<file path="src/rtl/kvlp_pkg.sv">
// Shared types and constants for the key/value label parser.
// Holds field widths, character codes, role and status codes, and the hash step.
// No dependencies; imported by every module of the block.
package kvlp_pkg;

    // Field and register widths
    localparam int unsigned BYTE_W      = 8;
    localparam int unsigned PAIR_W      = 5;
    localparam int unsigned KEY_LIM_W   = 7;
    localparam int unsigned VAL_LIM_W   = 9;
    localparam int unsigned LABEL_LIM_W = 13;
    localparam int unsigned LEN_W       = 12;
    localparam int unsigned COUNT_W     = 13;
    localparam int unsigned HASH_W      = 32;
    localparam int unsigned HASH_SHIFT  = 5;
    localparam int unsigned CFG_DATA_W  = 32;
    localparam int unsigned CFG_ADDR_W  = 4;
    localparam int unsigned REG_IDX_W   = 2;

    // Hash seed and characters of interest
    localparam logic [HASH_W-1:0] HASH_SEED = 32'd5381;
    localparam logic [BYTE_W-1:0] CHAR_EQ   = 8'h3D;
    localparam logic [BYTE_W-1:0] CHAR_LF   = 8'h0A;
    localparam logic [BYTE_W-1:0] CHAR_NUL  = 8'h00;

    // Register reset values
    localparam logic [PAIR_W-1:0]      PAIR_LIMIT_RST  = 5'd16;
    localparam logic [KEY_LIM_W-1:0]   KEY_LIMIT_RST   = 7'd64;
    localparam logic [VAL_LIM_W-1:0]   VAL_LIMIT_RST   = 9'd256;
    localparam logic [LABEL_LIM_W-1:0] LABEL_LIMIT_RST = 13'd4096;

    // Register indexes (byte address / 4)
    localparam logic [REG_IDX_W-1:0] REG_PAIR_LIMIT  = 2'd0;
    localparam logic [REG_IDX_W-1:0] REG_KEY_LIMIT   = 2'd1;
    localparam logic [REG_IDX_W-1:0] REG_VAL_LIMIT   = 2'd2;
    localparam logic [REG_IDX_W-1:0] REG_LABEL_LIMIT = 2'd3;

    typedef enum logic [1:0] {
        ROLE_KEY     = 2'd0,
        ROLE_SEP     = 2'd1,
        ROLE_VALUE   = 2'd2,
        ROLE_NEWLINE = 2'd3
    } role_t;

    typedef enum logic [1:0] {
        STATUS_OK     = 2'd0,
        STATUS_FORMAT = 2'd1,
        STATUS_PAIRS  = 2'd2
    } status_t;

    typedef struct packed {
        logic [LABEL_LIM_W-1:0] label_length_limit;
        logic [VAL_LIM_W-1:0]   value_length_limit;
        logic [KEY_LIM_W-1:0]   key_length_limit;
        logic [PAIR_W-1:0]      pair_limit;
    } kvlp_cfg_t;

    typedef struct packed {
        role_t               byte_role;
        logic [PAIR_W-1:0]   pair_number;
        logic [LEN_W-1:0]    char_position;
        logic [BYTE_W-1:0]   byte_echo;
        logic                done_res;
        status_t             status;
        logic [PAIR_W-1:0]   pairs_found;
        logic [HASH_W-1:0]   label_hash;
    } kvlp_res_t;

    // djb2 step: h * 33 + b as a shift and two adds
    function automatic logic [HASH_W-1:0] djb2_step(input logic [HASH_W-1:0] h,
                                                   input logic [BYTE_W-1:0] b);
        return (h << HASH_SHIFT) + h + {{(HASH_W-BYTE_W){1'b0}}, b};
    endfunction

endpackage

</file>
<file path="src/rtl/kvlp_cfg_regs.sv">
// Configuration register file of the label parser, on an APB-style port.
// Four limit registers at byte addresses 0, 4, 8 and 12; depends on kvlp_pkg.
module kvlp_cfg_regs (
    input  logic                              aclk,
    input  logic                              aresetn,
    input  logic                              psel,
    input  logic                              penable,
    input  logic                              pwrite,
    input  logic [kvlp_pkg::CFG_ADDR_W-1:0]   paddr,
    input  logic [kvlp_pkg::CFG_DATA_W-1:0]   pwdata,
    output logic [kvlp_pkg::CFG_DATA_W-1:0]   prdata,
    output logic                              pready,
    output kvlp_pkg::kvlp_cfg_t               cfg
);
    import kvlp_pkg::*;

    kvlp_cfg_t           cfg_reg;
    logic [REG_IDX_W-1:0] reg_idx;
    logic                 wr_en;

    assign pready  = 1'b1;
    assign reg_idx = paddr[CFG_ADDR_W-1:CFG_ADDR_W-REG_IDX_W];
    assign wr_en   = psel & penable & pwrite & pready;
    assign cfg     = cfg_reg;

    // Write the addressed register, truncating to its width
    always_ff @(posedge aclk) begin
        if (!aresetn) begin
            cfg_reg.pair_limit         <= PAIR_LIMIT_RST;
            cfg_reg.key_length_limit   <= KEY_LIMIT_RST;
            cfg_reg.value_length_limit <= VAL_LIMIT_RST;
            cfg_reg.label_length_limit <= LABEL_LIMIT_RST;
        end else if (wr_en) begin
            case (reg_idx)
                REG_PAIR_LIMIT:  cfg_reg.pair_limit         <= pwdata[PAIR_W-1:0];
                REG_KEY_LIMIT:   cfg_reg.key_length_limit   <= pwdata[KEY_LIM_W-1:0];
                REG_VAL_LIMIT:   cfg_reg.value_length_limit <= pwdata[VAL_LIM_W-1:0];
                REG_LABEL_LIMIT: cfg_reg.label_length_limit <= pwdata[LABEL_LIM_W-1:0];
                default: ;
            endcase
        end
    end

    // Return the addressed register, zero extended
    always_comb begin
        case (reg_idx)
            REG_PAIR_LIMIT:
                prdata = {{(CFG_DATA_W-PAIR_W){1'b0}}, cfg_reg.pair_limit};
            REG_KEY_LIMIT:
                prdata = {{(CFG_DATA_W-KEY_LIM_W){1'b0}}, cfg_reg.key_length_limit};
            REG_VAL_LIMIT:
                prdata = {{(CFG_DATA_W-VAL_LIM_W){1'b0}}, cfg_reg.value_length_limit};
            REG_LABEL_LIMIT:
                prdata = {{(CFG_DATA_W-LABEL_LIM_W){1'b0}}, cfg_reg.label_length_limit};
            default:
                prdata = '0;
        endcase
    end

endmodule

</file>
<file path="src/rtl/kvlp_core.sv">
// Parse datapath of the label parser: input register, per-byte state update
// and result register. Depends on kvlp_pkg.
module kvlp_core #(
    parameter int MAX_PAIRS       = 16,
    parameter int MAX_KEY_BYTES   = 64,
    parameter int MAX_VALUE_BYTES = 256,
    parameter int MAX_LABEL_BYTES = 4096
) (
    input  logic                            aclk,
    input  logic                            aresetn,
    input  kvlp_pkg::kvlp_cfg_t             cfg,
    input  logic                            in_valid,
    output logic                            in_ready,
    input  logic [kvlp_pkg::BYTE_W-1:0]     in_byte,
    input  logic                            in_last,
    output logic                            res_valid,
    input  logic                            res_ready,
    output kvlp_pkg::kvlp_res_t             res
);
    import kvlp_pkg::*;

    // Parameter caps at what each register can express
    localparam int PAIR_CAP_I  = (MAX_PAIRS > 2**PAIR_W - 1) ? 2**PAIR_W - 1 : MAX_PAIRS;
    localparam int KEY_CAP_I   = (MAX_KEY_BYTES > 2**KEY_LIM_W - 1) ?
                                 2**KEY_LIM_W - 1 : MAX_KEY_BYTES;
    localparam int VAL_CAP_I   = (MAX_VALUE_BYTES > 2**VAL_LIM_W - 1) ?
                                 2**VAL_LIM_W - 1 : MAX_VALUE_BYTES;
    localparam int LABEL_CAP_I = (MAX_LABEL_BYTES > 2**LABEL_LIM_W - 1) ?
                                 2**LABEL_LIM_W - 1 : MAX_LABEL_BYTES;
    localparam logic [PAIR_W-1:0]      PAIR_CAP  = PAIR_W'(PAIR_CAP_I);
    localparam logic [KEY_LIM_W-1:0]   KEY_CAP   = KEY_LIM_W'(KEY_CAP_I);
    localparam logic [VAL_LIM_W-1:0]   VAL_CAP   = VAL_LIM_W'(VAL_CAP_I);
    localparam logic [LABEL_LIM_W-1:0] LABEL_CAP = LABEL_LIM_W'(LABEL_CAP_I);

    // Input stage
    logic                in_valid_reg;
    logic [BYTE_W-1:0]   in_byte_reg;
    logic                in_last_reg;

    // Parse state
    logic [HASH_W-1:0]   hash_reg,      hash_next;
    logic                stopped_reg,   stopped_next;
    logic [COUNT_W-1:0]  count_reg,     count_next;
    logic [PAIR_W-1:0]   pairs_reg,     pairs_next;
    logic                in_value_reg,  in_value_next;
    logic [LEN_W-1:0]    key_len_reg,   key_len_next;
    logic [LEN_W-1:0]    val_len_reg,   val_len_next;
    status_t             err_reg,       err_next;
    logic                over_reg,      over_next;

    // Result stage
    logic                res_valid_reg;
    kvlp_res_t           res_reg,       res_next;

    logic                advance;
    logic                line_end;
    logic [LEN_W-1:0]    pos;
    role_t               role;
    logic [PAIR_W-1:0]   pair_max;
    logic [KEY_LIM_W-1:0] key_max;
    logic [VAL_LIM_W-1:0] val_max;
    logic [LABEL_LIM_W-1:0] label_max;

    assign advance   = !res_valid_reg || res_ready;
    assign in_ready  = !in_valid_reg || advance;
    assign res_valid = res_valid_reg;
    assign res       = res_reg;

    // Effective limits
    assign pair_max  = (cfg.pair_limit < PAIR_CAP) ? cfg.pair_limit : PAIR_CAP;
    assign key_max   = (cfg.key_length_limit < KEY_CAP) ? cfg.key_length_limit : KEY_CAP;
    assign val_max   = (cfg.value_length_limit < VAL_CAP) ? cfg.value_length_limit : VAL_CAP;
    assign label_max = (cfg.label_length_limit < LABEL_CAP) ?
                       cfg.label_length_limit : LABEL_CAP;

    // Per-byte update: length check, hash, role, line close, result
    always_comb begin
        over_next     = over_reg | (count_reg >= label_max);
        count_next    = (count_reg == '1) ? count_reg : count_reg + 1'b1;
        hash_next     = hash_reg;
        stopped_next  = stopped_reg;
        in_value_next = in_value_reg;
        key_len_next  = key_len_reg;
        val_len_next  = val_len_reg;
        pairs_next    = pairs_reg;
        err_next      = err_reg;
        pos           = '0;
        line_end      = in_last_reg;

        // Hash bytes up to the first NUL
        if (!stopped_reg) begin
            if (in_byte_reg == CHAR_NUL) begin
                stopped_next = 1'b1;
            end else begin
                hash_next = djb2_step(hash_reg, in_byte_reg);
            end
        end

        // Classify the byte
        if (in_byte_reg == CHAR_LF) begin
            role     = ROLE_NEWLINE;
            line_end = 1'b1;
        end else if (!in_value_reg && in_byte_reg == CHAR_EQ) begin
            role          = ROLE_SEP;
            in_value_next = 1'b1;
        end else if (!in_value_reg) begin
            role = ROLE_KEY;
            pos  = key_len_reg;
            if (key_len_reg != '1) begin
                key_len_next = key_len_reg + 1'b1;
            end
        end else begin
            role = ROLE_VALUE;
            pos  = val_len_reg;
            if (val_len_reg != '1) begin
                val_len_next = val_len_reg + 1'b1;
            end
        end

        // Close a nonempty line: first error wins, else accept the pair
        if (line_end) begin
            if ((key_len_next != '0 || in_value_next) && err_reg == STATUS_OK) begin
                if (pairs_reg >= pair_max) begin
                    err_next = STATUS_PAIRS;
                end else if (!in_value_next) begin
                    err_next = STATUS_FORMAT;
                end else if (key_len_next == '0 ||
                             key_len_next >= {{(LEN_W-KEY_LIM_W){1'b0}}, key_max}) begin
                    err_next = STATUS_FORMAT;
                end else if (val_len_next >= {{(LEN_W-VAL_LIM_W){1'b0}}, val_max}) begin
                    err_next = STATUS_FORMAT;
                end else begin
                    pairs_next = pairs_reg + 1'b1;
                end
            end
            in_value_next = 1'b0;
            key_len_next  = '0;
            val_len_next  = '0;
        end

        // Build the result
        res_next.byte_role     = role;
        res_next.pair_number   = pairs_reg;
        res_next.char_position = pos;
        res_next.byte_echo     = in_byte_reg;
        res_next.done_res      = in_last_reg;
        if (in_last_reg) begin
            res_next.status      = over_next ? STATUS_FORMAT : err_next;
            res_next.pairs_found = over_next ? '0 : pairs_next;
            res_next.label_hash  = over_next ? '0 : hash_next;
        end else begin
            res_next.status      = STATUS_OK;
            res_next.pairs_found = pairs_next;
            res_next.label_hash  = '0;
        end

        // End of label: drop all parse state
        if (in_last_reg) begin
            hash_next     = HASH_SEED;
            stopped_next  = 1'b0;
            count_next    = '0;
            pairs_next    = '0;
            in_value_next = 1'b0;
            key_len_next  = '0;
            val_len_next  = '0;
            err_next      = STATUS_OK;
            over_next     = 1'b0;
        end
    end

    // Input register: load whenever there is room
    always_ff @(posedge aclk) begin
        if (!aresetn) begin
            in_valid_reg <= 1'b0;
        end else if (in_ready) begin
            in_valid_reg <= in_valid;
        end
    end

    always_ff @(posedge aclk) begin
        if (in_valid && in_ready) begin
            in_byte_reg <= in_byte;
            in_last_reg <= in_last;
        end
    end

    // Parse state and result valid: advance when the result slot frees
    always_ff @(posedge aclk) begin
        if (!aresetn) begin
            res_valid_reg <= 1'b0;
            hash_reg      <= HASH_SEED;
            stopped_reg   <= 1'b0;
            count_reg     <= '0;
            pairs_reg     <= '0;
            in_value_reg  <= 1'b0;
            key_len_reg   <= '0;
            val_len_reg   <= '0;
            err_reg       <= STATUS_OK;
            over_reg      <= 1'b0;
        end else if (advance) begin
            res_valid_reg <= in_valid_reg;
            if (in_valid_reg) begin
                hash_reg     <= hash_next;
                stopped_reg  <= stopped_next;
                count_reg    <= count_next;
                pairs_reg    <= pairs_next;
                in_value_reg <= in_value_next;
                key_len_reg  <= key_len_next;
                val_len_reg  <= val_len_next;
                err_reg      <= err_next;
                over_reg     <= over_next;
            end
        end
    end

    // Result payload
    always_ff @(posedge aclk) begin
        if (advance && in_valid_reg) begin
            res_reg <= res_next;
        end
    end

    // Status and hash appear only on the final result
    a_summary_on_last: assert property (@(posedge aclk) disable iff (!aresetn)
        (res_valid_reg && !res_reg.done_res) |->
            (res_reg.status == STATUS_OK && res_reg.label_hash == '0))
        else $error("summary fields set on a non-final result");

    // Separators and newlines carry no offset
    a_marker_pos_zero: assert property (@(posedge aclk) disable iff (!aresetn)
        (res_valid_reg && (res_reg.byte_role == ROLE_SEP ||
                           res_reg.byte_role == ROLE_NEWLINE)) |->
            (res_reg.char_position == '0))
        else $error("separator or newline with nonzero position");

    // A finished label leaves the parse state at reset values
    a_state_cleared: assert property (@(posedge aclk) disable iff (!aresetn)
        (advance && in_valid_reg && in_last_reg) |=>
            (count_reg == '0 && pairs_reg == '0 && err_reg == STATUS_OK &&
             !over_reg && hash_reg == HASH_SEED))
        else $error("parse state not cleared after the last byte");

    // A blocked byte stays in the input register
    a_input_held: assert property (@(posedge aclk) disable iff (!aresetn)
        (in_valid_reg && !advance) |=>
            (in_valid_reg && $stable(in_byte_reg) && $stable(in_last_reg)))
        else $error("input byte lost while the result stage was stalled");

endmodule

</file>
<file path="src/rtl/key_value_label_parser.sv">
// Top level of the key/value label parser: stream ports, APB configuration.
// Instantiates kvlp_cfg_regs and kvlp_core; depends on kvlp_pkg.
//
//  Port group   Direction  Carries
//  s_*          in         one label byte per transfer, tlast on the final byte
//  m_*          out        one tagged result per input byte, tlast on the final one
//  APB          in/out     limit registers: pairs, key, value, label length
//
// Throughput is one byte per cycle while m_tready allows; a byte passes the input
// register, the combinational update (hash shift-add) and the result register.
// Reset is synchronous on aresetn low: parse state cleared, limits to defaults.
// A stalled m_ side holds the result and the byte behind it; s_tready drops
// only when both registers are full and m_tready is low.
module key_value_label_parser #(
    parameter int MAX_PAIRS       = 16,
    parameter int MAX_KEY_BYTES   = 64,
    parameter int MAX_VALUE_BYTES = 256,
    parameter int MAX_LABEL_BYTES = 4096
) (
    input  logic                            aclk,
    input  logic                            aresetn,
    // slave side
    input  logic                            s_tvalid,
    output logic                            s_tready,
    input  logic [7:0]                      s_tdata,  // [7:0] data_byte
    input  logic                            s_tlast,  // last_byte
    // master side
    output logic                            m_tvalid,
    input  logic                            m_tready,
    output logic [63:0]                     m_tdata,  // [4:0] pair_number,
                                                      // [16:5] char_position,
                                                      // [24:17] byte_echo,
                                                      // [26:25] status,
                                                      // [31:27] pairs_found,
                                                      // [63:32] label_hash
    output logic [1:0]                      m_tuser,  // [1:0] byte_role
    output logic                            m_tlast,  // done_res
    // configuration
    input  logic                            psel,
    input  logic                            penable,
    input  logic                            pwrite,
    input  logic [kvlp_pkg::CFG_ADDR_W-1:0] paddr,
    input  logic [kvlp_pkg::CFG_DATA_W-1:0] pwdata,
    output logic [kvlp_pkg::CFG_DATA_W-1:0] prdata,
    output logic                            pready
);
    import kvlp_pkg::*;

    kvlp_cfg_t cfg;
    kvlp_res_t res;

    kvlp_cfg_regs u_cfg (
        .aclk    (aclk),
        .aresetn (aresetn),
        .psel    (psel),
        .penable (penable),
        .pwrite  (pwrite),
        .paddr   (paddr),
        .pwdata  (pwdata),
        .prdata  (prdata),
        .pready  (pready),
        .cfg     (cfg)
    );

    kvlp_core #(
        .MAX_PAIRS       (MAX_PAIRS),
        .MAX_KEY_BYTES   (MAX_KEY_BYTES),
        .MAX_VALUE_BYTES (MAX_VALUE_BYTES),
        .MAX_LABEL_BYTES (MAX_LABEL_BYTES)
    ) u_core (
        .aclk      (aclk),
        .aresetn   (aresetn),
        .cfg       (cfg),
        .in_valid  (s_tvalid),
        .in_ready  (s_tready),
        .in_byte   (s_tdata),
        .in_last   (s_tlast),
        .res_valid (m_tvalid),
        .res_ready (m_tready),
        .res       (res)
    );

    // Pack the result fields, lowest field first
    assign m_tdata = {res.label_hash, res.pairs_found, res.status,
                      res.byte_echo, res.char_position, res.pair_number};
    assign m_tuser = res.byte_role;
    assign m_tlast = res.done_res;

endmodule

</file>
<file path="config.mk">
export PLATFORM = sky130hd
export DESIGN_NAME = key_value_label_parser
export DESIGN_NICKNAME = d
export VERILOG_FILES = /design/src/rtl/kvlp_pkg.sv /design/src/rtl/kvlp_cfg_regs.sv /design/src/rtl/kvlp_core.sv /design/src/rtl/key_value_label_parser.sv
export SDC_FILE = /design/constraint.sdc
export NUM_CORES = 1
export LEC_CHECK = 0
export BUFFER_PORTS_ARGS = -buffer_cell sky130_fd_sc_hd__buf_2
export CAP_MARGIN = 5
export CORE_MARGIN = 10
export CORE_UTILIZATION = 40
export DETAILED_ROUTE_END_ITERATION = 10
export GPL_TIMING_DRIVEN = 1
export PLACE_DENSITY = 0.61
export REMOVE_ABC_BUFFERS = 1
export SETUP_SLACK_MARGIN = 0.05
export SYNTH_ARGS = -nofsm -noshare
export SYNTH_HDL_FRONTEND = slang
export SYNTH_SLANG_ARGS = --single-unit
</file>
<file path="constraint.sdc">
create_clock -name aclk -period 7.45 [get_ports aclk]
set_input_delay 0.745 -clock aclk [delete_from_list [all_inputs] [get_ports aclk]]
set_output_delay 0.745 -clock aclk [all_outputs]
set_load 0.005 [all_outputs]
</file>
==> reports/metrics.cfg <==
[outcome]
status = finished, final reports clean

[drt]
wl_mm = 29.9
via_count = 9162
firstDrtPassIters = 5
wire_per_inst_um = 17.4
dr.first_iter.drc_count = 655
ant_nets = 0
drc = 0
vias_per_cell = 5.34

[cts]
cts.sinks = 191
cts_tree = built
clock-root-buffer = clkbuf_16
clockBufferDepth = 2
cts.repair.resized = 0
cts.htree.levels = 4
clk_pin_slew_ns = 0.08
hold_buffers = 0
postCtsSetupRepairBufs = 0
cts_buffers = 17
clk_latency_ns = 0.45

[floorplan]
rows = 61
core_area_sq_um = 28000
num_io_pins = 154
die_h_um = 189
fp.dieArea_sq_um = 35800
die_x_um = 189
start_util = 0.409

[timing]
fin_crit_sh = 0.684
fmax_ghz = 0.196
drv_slew = 0
period_minus_slack_ns = 5.10
setup_slack_ns = 2.35
hold_viol = 0
timing.hold.ws_ns = 0.477
skew_ns = 0.0153
worst_slew_pin_slew_ns = 1.02
relSlewSlack = 0.313
fin_setup_tns_ns = 0
rsz0062_at_grt = false
finalSetupViolCount = 0

[synth]
yosysWarnings = 0
ys_top_cells_by_count = nand2_1 (170), dfxtp_1 (115), ha_1 (96)
synth.distinct_cells = 72
seq_area_frac_synth = 0.400
yosys.area.top_type = dfxtp_1
synth_mux_area_frac = 0.0453
synth_top_area_share = 0.201
synth-compound-area-share = 0.150
synthArstFlopShare = 0
synth_edf_count = 76
synthTopCellsByArea = dfxtp_1 (20%), edfxtp_1 (20%), ha_1 (10%)
synth_fa_ha_area_frac = 0.112
syn_area_sq_um = 11500
synth_seq_cells = 191
synth_ff_type = dfxtp_1
synth_xor_area_frac = 0.0397
yosysMostFrequentCell = nand2_1
synth_top_family_by_area = simple AND/OR/NAND/NOR gates
synthCells = 1248
yosys.area_share.simple = 0.209
syn_area_per_cell_sq_um = 9.19

[job]
maxCapViolations = 0

[hold_path]
min_path_cells = 1
worstHoldPathType = in2reg
min_from = s_tdata[5]
holdPathEnd = u_core.in_byte_reg[5]

[critical_path]
crit_type = reg2reg
regToRegStartpoint = u_core.in_byte_reg[5]
critPathArrivalTime_ns = 5.29
path_max_fanout = 17
worst-r2r-setup-slack_ns = 2.35
critPathCaptureType = register
cp.required_ns = 7.64
cp-start-kind = register
r2r_cells = 15
worst_r2r_endpoint = u_core.res[34]

[grt]
grt_first_pass_wirelength_mm = 48.2
antenna_found_initial = 1
overflow = 0
track_usage = 0.165
grt_max_degree = 87
grt_pass1_vias = 8915

[placement]
place_congestion = 0.881
numPortBuffers = 112
dp_hpwl_mm = 21.8
dp_slack_ns = 2.34

[power]
irDropWorstVdd_uv = 137
power.leakage_uw = 0.00523
power_density_nw_per_um2 = 182
fin_total_pwr_uw = 2340

[finish]
synthToLayoutAreaGrowth_pct = 12.1
diodes = 0
fin_util = 0.459
nFillCells = 2780
nNetsFinal = 1477
drive_above_1_share = 0.140
largest_register_ffs = 67

-- layout make-up --
cell class	instances	area, sq um	area share
Clock buffer	18	450	0.0350
Clock inverter	14	163	0.0127
Sequential cell	191	4580	0.357
Timing Repair Buffer	122	636	0.0494
Multi-Input combinational cell	968	6450	0.502
Tap cell	378	473	0.0368
Inverter	25	95.1	0.00740
-- layout by cell type (no fill, tap or decap), types with 20 or more instances in the layout --
cell type    n
inv_1       22
buf_2      112
dfxtp_1    115
mux2i_1     35
edfxtp_1    76
a21oi_1     89
ha_1        96
xor2_1      23
nor2_1      83
nor3_1      27
nand2_1    170
conb_1      20
a21o_1      27
xnor2_1     29
a22oi_1     26
o21ai_0     50
nor2b_1     69
nand3_1     34
-- power breakdown --
| part | internal [uW] | total, uW | switching (uW) |
|---|---|---|---|
| sequential | 1120 | 1140 | 23.4 |
| clock | 475 | 948 | 474 |
| combinational | 96.8 | 251 | 155 |
| total | 1690 | 2340 | 652 |
-- logic make-up after synthesis --
logic type	after synthesis
multiplexers	45
other	2
buffers and inverters	107
flip-flops	191
AO/OA/AOI/OAI	273
XOR/XNOR	52
AND/OR/NAND/NOR	478
adder cells (fa/ha/maj)	100
-- how the worst max path moves through the flow --
stage,cells after the start,start,to
global placement,15,u_core.in_byte_reg[3],u_core.res[34]
floorplan,9,m_tready,u_core.key_len_reg[7]
finish,15,u_core.in_byte_reg[5],u_core.res[34]
detailed placement,15,u_core.in_byte_reg[3],u_core.res[34]
CTS,15,u_core.in_byte_reg[3],u_core.res[34]
global route,15,u_core.in_byte_reg[3],u_core.res[34]
-- worst max-delay path: stages (launching register included) --
cell and delay, ns:
edfxtp_1 0.50, nand4bb_1 0.27, nor3_1 0.10, nor2_1 0.26, clkinv_1 0.54, nor2_1 0.55
mux2_2 0.40, ha_1 0.29, a21o_1 0.15, a21oi_1 0.14, nor2b_1 0.06, o2111ai_1 0.18
a21oi_1 0.16, or4b_1 0.71, nor2_1 0.18, mux2_2 0.35
-- layer usage --
layer  vias to the layer above  GRT usage  wire length, um
met1                      4309      0.224            14400
met2                       240      0.264            13500
met5                         -          0                0
met4                         0     0.0412              311
met3                        25     0.0318             1680
li1                       4588          -                -
-- through the flow --
stage	instance area, sq um	std cells
6_report	12900	1716
4_1_cts	12900	1716
3_3_place_gp	12200	1684
3_5_place_dp	12200	1684
5_1_grt	12900	1716
2_1_floorplan	11100	1184
Power figures use the tool's default switching activity.
